==> src/rtl/ppss_pkg.sv <==
// Shared types, constants and the arctangent table for the pure pursuit block.
// No dependencies.
package ppss_pkg;

    localparam int CORDIC_ITERS    = 28;
    localparam int VEC_LAT         = CORDIC_ITERS + 1;
    localparam int DIV_QBITS       = 9;
    localparam int DIV_NUM_W       = 24;
    localparam int DIV_DEN_W       = 14;
    localparam int ANG_W           = 32;
    localparam int ROT_W           = 34;
    localparam int CFG_IDX_W       = 3;
    localparam int CFG_DATA_W      = 16;
    localparam int PIPE_LAT        = 3 * VEC_LAT + 6 + DIV_QBITS;
    localparam logic signed [ROT_W-1:0] CORDIC_INV_GAIN = 34'sd652032874;
    localparam logic signed [15:0] STEER_PER_PI = 16'sd12780;

    localparam logic [15:0] WHEEL_BASE_RST = 16'd1040;
    localparam logic [15:0] LOOKAHEAD_RST  = 16'd7000;
    localparam logic [15:0] SPEED_SCALE_RST = 16'd32768;
    localparam logic [12:0] STEER_LIMIT_RST = 13'd2000;
    localparam logic [7:0]  MAX_SPEED_RST  = 8'd50;
    localparam logic [7:0]  MIN_SPEED_RST  = 8'd20;

    typedef enum logic [CFG_IDX_W-1:0] {
        CFG_WHEEL_BASE  = 3'd0,
        CFG_LOOKAHEAD   = 3'd1,
        CFG_SPEED_SCALE = 3'd2,
        CFG_STEER_LIMIT = 3'd3,
        CFG_MAX_SPEED   = 3'd4,
        CFG_MIN_SPEED   = 3'd5
    } cfg_idx_t;

    typedef struct packed {
        logic signed [31:0] pos_x;
        logic signed [31:0] pos_y;
        logic signed [15:0] yaw;
        logic signed [31:0] target_x;
        logic signed [31:0] target_y;
    } item_t;

    typedef struct packed {
        logic signed [13:0] steer_cmd;
        logic        [8:0]  speed_cmd;
        logic               steer_clamped;
    } result_t;

    function automatic logic [31:0] atan_val(input int i);
        logic [31:0] v;
        case (i)
            0:  v = 32'd536870912;
            1:  v = 32'd316933406;
            2:  v = 32'd167458907;
            3:  v = 32'd85004756;
            4:  v = 32'd42667331;
            5:  v = 32'd21354465;
            6:  v = 32'd10680862;
            7:  v = 32'd5340245;
            8:  v = 32'd2670163;
            9:  v = 32'd1335087;
            10: v = 32'd667544;
            11: v = 32'd333772;
            12: v = 32'd166886;
            13: v = 32'd83443;
            14: v = 32'd41722;
            15: v = 32'd20861;
            16: v = 32'd10430;
            17: v = 32'd5215;
            18: v = 32'd2608;
            19: v = 32'd1304;
            20: v = 32'd652;
            21: v = 32'd326;
            22: v = 32'd163;
            23: v = 32'd81;
            24: v = 32'd41;
            25: v = 32'd20;
            26: v = 32'd10;
            27: v = 32'd5;
            default: v = 32'd0;
        endcase
        return v;
    endfunction

endpackage

==> src/rtl/ppss_div.sv <==
// Pipelined restoring divider, one quotient bit per stage, with sideband.
// Depends on ppss_pkg.
module ppss_div
    import ppss_pkg::*;
#(
    parameter int SW = 1
)(
    input  logic                 clk,
    input  logic                 rst_n,
    input  logic                 in_valid,
    input  logic [DIV_NUM_W-1:0] num,
    input  logic [DIV_DEN_W-1:0] den,
    input  logic [SW-1:0]        in_side,
    output logic                 out_valid,
    output logic [DIV_QBITS-1:0] quo,
    output logic [SW-1:0]        out_side
);

    logic                 v_reg    [0:DIV_QBITS];
    logic [DIV_NUM_W-1:0] rem_reg  [0:DIV_QBITS];
    logic [DIV_DEN_W-1:0] den_reg  [0:DIV_QBITS];
    logic [DIV_QBITS-1:0] q_reg    [0:DIV_QBITS];
    logic [SW-1:0]        side_reg [0:DIV_QBITS];

    always_comb
    begin
        v_reg[0]    = in_valid;
        rem_reg[0]  = num;
        den_reg[0]  = den;
        q_reg[0]    = '0;
        side_reg[0] = in_side;
    end

    for (genvar k = 0; k < DIV_QBITS; k++)
    begin : g_step
        localparam int SH = DIV_QBITS - 1 - k;
        logic [DIV_NUM_W-1:0] trial;
        logic                 fits;

        assign trial = DIV_NUM_W'(den_reg[k]) << SH;
        assign fits  = rem_reg[k] >= trial;

        always_ff @(posedge clk or negedge rst_n)
        begin
            if (!rst_n)
            begin
                v_reg[k+1] <= 1'b0;
            end
            else
            begin
                v_reg[k+1] <= v_reg[k];
            end
        end

        always_ff @(posedge clk)
        begin
            rem_reg[k+1]  <= fits ? rem_reg[k] - trial : rem_reg[k];
            q_reg[k+1]    <= {q_reg[k][DIV_QBITS-2:0], fits};
            den_reg[k+1]  <= den_reg[k];
            side_reg[k+1] <= side_reg[k];
        end
    end

    assign out_valid = v_reg[DIV_QBITS];
    assign quo       = q_reg[DIV_QBITS];
    assign out_side  = side_reg[DIV_QBITS];

endmodule

==> config.mk <==
export PLATFORM = sky130hd
export DESIGN_NAME = ppss_div
export DESIGN_NICKNAME = d
export VERILOG_FILES = /design/src/rtl/ppss_pkg.sv /design/src/rtl/ppss_div.sv
export SDC_FILE = /design/constraint.sdc
export NUM_CORES = 1
export LEC_CHECK = 0
export BUFFER_PORTS_ARGS = -buffer_cell sky130_fd_sc_hd__buf_2
export CAP_MARGIN = 10
export CORE_UTILIZATION = 49
export CTS_BUF_LIST = sky130_fd_sc_hd__clkbuf_8
export DETAILED_ROUTE_END_ITERATION = 10
export PLACE_DENSITY = 0.65
export SYNTH_ARGS = -nofsm -noshare
export SYNTH_HDL_FRONTEND = slang
export SYNTH_SLANG_ARGS = --single-unit
==> constraint.sdc <==
create_clock -name clk -period 8.17 [get_ports clk]
set_input_delay 0.817 -clock clk [delete_from_list [all_inputs] [get_ports clk]]
set_output_delay 0.817 -clock clk [all_outputs]
set_load 0.02 [all_outputs]
==> summary.txt <==
Final layout
  • Layout net count: 1,911
  • Multi-input gate area: 7620 µm²
  • Layout cells sized above 1: 0.104
  • Final instance area: 17,700 µm²
  • Max reg flops: 192
  • Fin util: 0.559
  • ANT cells: 0
  • Final Non-Filler Cells: 2,178
  • Fillers: 2,811
  • Register area: 7390 µm²
  • P&R area growth vs syn: 11.7%

Yosys
  • Top post-synthesis cells by count: dfxtp_1 (358), inv_1 (168), ha_1 (126)
  • Synthesized instance count: 1,657
  • Count of cell types in the netlist: 74
  • Dominant synthesized flop cell: dfxtp_1
  • Ys Warns: 0
  • Flops & latches, synth: 367
  • Largest area contributor in the synthesized netlist: dfxtp_1
  • Sequential share of the synthesized area: 0.467
  • Synth async-reset ratio: 0.0245
  • Mapped Nets: 1,833
  • Syn avg cell area: 9.56 µm²
  • Top cells by area, synth: dfxtp_1 (45%), ha_1 (10%), inv_1 (4.0%)
  • Most numerous cell in the Yosys netlist: dfxtp_1
  • Number of synthesized flops with an enable pin: 0
  • Share of the synthesized area in the top cell type: 0.453
  • Mapped Area: 15,800 µm²

CTS
  • Clock transition at path regs: 60 ps
  • CTS H-tree depth: 2
  • CTS tree: built
  • Clk Latency, worst-skew pair: 600 ps
  • CTS sink cnt: 367
  • Clk root buf: clkbuf_8
  • Post-CTS Setup Inserts: 0
  • Cts hold-fix bufs: 0
  • CTS resizes: 0
  • CTS max path bufs: 3
  • TritonCTS buffer count: 60

Flow run
  • MaxCap Viol Count: 0

Placement
  • IO buf count: 52
  • Dpl cell area: 16,400 µm²
  • DP Cell Count: 2,075
  • Post-DP HPWL: 23.1 mm
  • RePlAce Congestion: 0.943

Global routing
  • Maximum number of pins on one net before global-route repair: 37
  • GRT overflow: 0
  • Initial antenna violation count: 0
  • Vias in the first global route: 11,400
  • First-pass GRT wire length: 49.6 mm
  • Global-route usage over all layers: 0.181

Detailed routing
  • DR vias/cell: 5.22
  • DR WL/cell: 13.6 µm
  • Final WL: 29.6 mm
  • DR iter-0 viols: 484
  • DRT Pass-1 Iters: 5
  • Residual DRC count: 0
  • Remaining antenna violation count: 0
  • DR vias: 11,400

Pwr
  • Power Total: 6.63 mW
  • Switching share of power: 0.346
  • Reg power frac: 0.382
  • Comb pwr share: 0.378
  • Peak VDD IR: 0.135 mV
  • Switch Pwr: 2.30 mW
  • Power Internal: 4.33 mW
  • Lkg Pwr: 8.00 nW
  • Pwr dens: 375 nW/µm²
  • Clk network pwr share: 0.239

Die
  • # rows: 65
  • Die area: 33,000 µm²
  • Die W: 182 µm
  • Core area: 31,600 µm²
  • IO Count: 53
  • Initial Util: 0.501
  • Die H: 182 µm

STA
  • Period utilisation layout: 0.409
  • Clock skew: 31.4 ps
  • Worst Max-Slew Pin Slew: 1150 ps
  • Final setup fails: 0
  • Sum Neg Setup Slack: 0 ps
  • RSZ-0062 raised after global routing: no
  • Fmax: 299 MHz
  • Relative slew slack: 0.232
  • Fin crit period: 3340 ps
  • Final Slew Violations: 0
  • Final hold viol count: 0

Critical path
  • Critical path required time: 8620 ps
  • Slowest CP cell: a211o_1
  • Most used cell, CP: a211o_1
  • Setup CP Type: reg2reg
  • Worst Setup End Kind: flop
  • Critical path cell sequence: inv_1, ha_1, inv_1, fa_1, a211o_1, a21oi_1, a21oi_1, a211o_1, a211o_1, nor4b_1, xor2_1
  • Startpoint types: flop
  • CP Max Fanout: 30
  • CP max stage delay: 670 ps
  • Reg2Reg Depth: 11
  • WP data arrival: 3790 ps

Min path
  • Worst Hold Class: in2async

Outcome
  • Outcome: finished, final reports clean
-- power by group through the flow --
| stage | clock network (mW) | registers, mW | logic, mW |
|---|---|---|---|
| after floorplan | 0 | 2.48 | 2.05 |
| after global routing | 1.74 | 2.59 | 2.81 |
| after global placement | 0 | 2.57 | 2.44 |
| after CTS | 1.65 | 2.53 | 2.50 |
| final | 1.59 | 2.53 | 2.51 |
| after detailed placement | 0 | 2.57 | 2.49 |
-- path summary, 6_finish.rpt --
check / startpoint / slack [ps] / to
hold reg to reg: q_reg[21] / 310 / q_reg[13]
setup / recovery: rem_reg[74] / 4830 / rem_reg[70]
min in group clk: q_reg[21] / 310 / q_reg[13]
hold / removal: rst_n / 50 / v_reg[2]
max in group asynchronous: rst_n / 7940 / v_reg[8]
setup reg to reg: rem_reg[74] / 4830 / rem_reg[70]
-- routing by layer --
metal  global-route usage  up-vias  share of wire
li1                     -     5889              -
met1                0.185     5103           0.41
met2                0.344      265           0.51
met3               0.0317      105          0.037
met4                0.109        0          0.050
met5                    0        -              0
-- cells by family after synthesis --
family,synth area share
AO/OA/AOI/OAI,0.153
XOR/XNOR,0.0653
adder cells (fa/ha/maj),0.110
buffers and inverters,0.0536
flip-flops,0.467
multiplexers,0.0270
AND/OR/NAND/NOR,0.125
-- final cells by class --
class,instances,share of cell area
clock buffers,75,0.0583
repair buffers,56,0.0164
flip-flops and latches,367,0.418
well taps,402,0.0284
inverters,170,0.0361
clock inverters,28,0.0122
multi-input cells,1080,0.431
-- cells in the final DEF (no fill, tap or decap), drive strengths merged, types with 18 or more instances in the layout --
cell	count
dfxtp	358
inv	185
ha	126
a21oi	123
nor2	111
o21ai	103
nand2	100
clkbuf	75
xnor2	69
buf	56
xor2	49
nor3	33
mux2	31
a21o	30
nand3	28
nand2b	21
nand4	21
nor4	20
a211oi	19
o21a	18
-- stage by stage --
stage / setup WS [ps] / hold WS, ps
2_1_floorplan: 5260 / 310
3_3_place_gp: 4840 / 310
3_5_place_dp: 4730 / 312
4_1_cts: 4830 / 8.67
5_1_grt: 4630 / 13.7
6_report: 4830 / 53.1
-- critical path, delay by kind of cell, from the launching register on --
kind / cells / cell delay (ps)
xor gates and xnor gates: 1 / 150
and+or+nand+nor: 1 / 320
AOI/OAI and AO/OA: 5 / 1730
DFF: 1 / 310
buffers and inverters: 2 / 100
adders and majority gates: 2 / 580
Power figures use the tool's default switching activity.
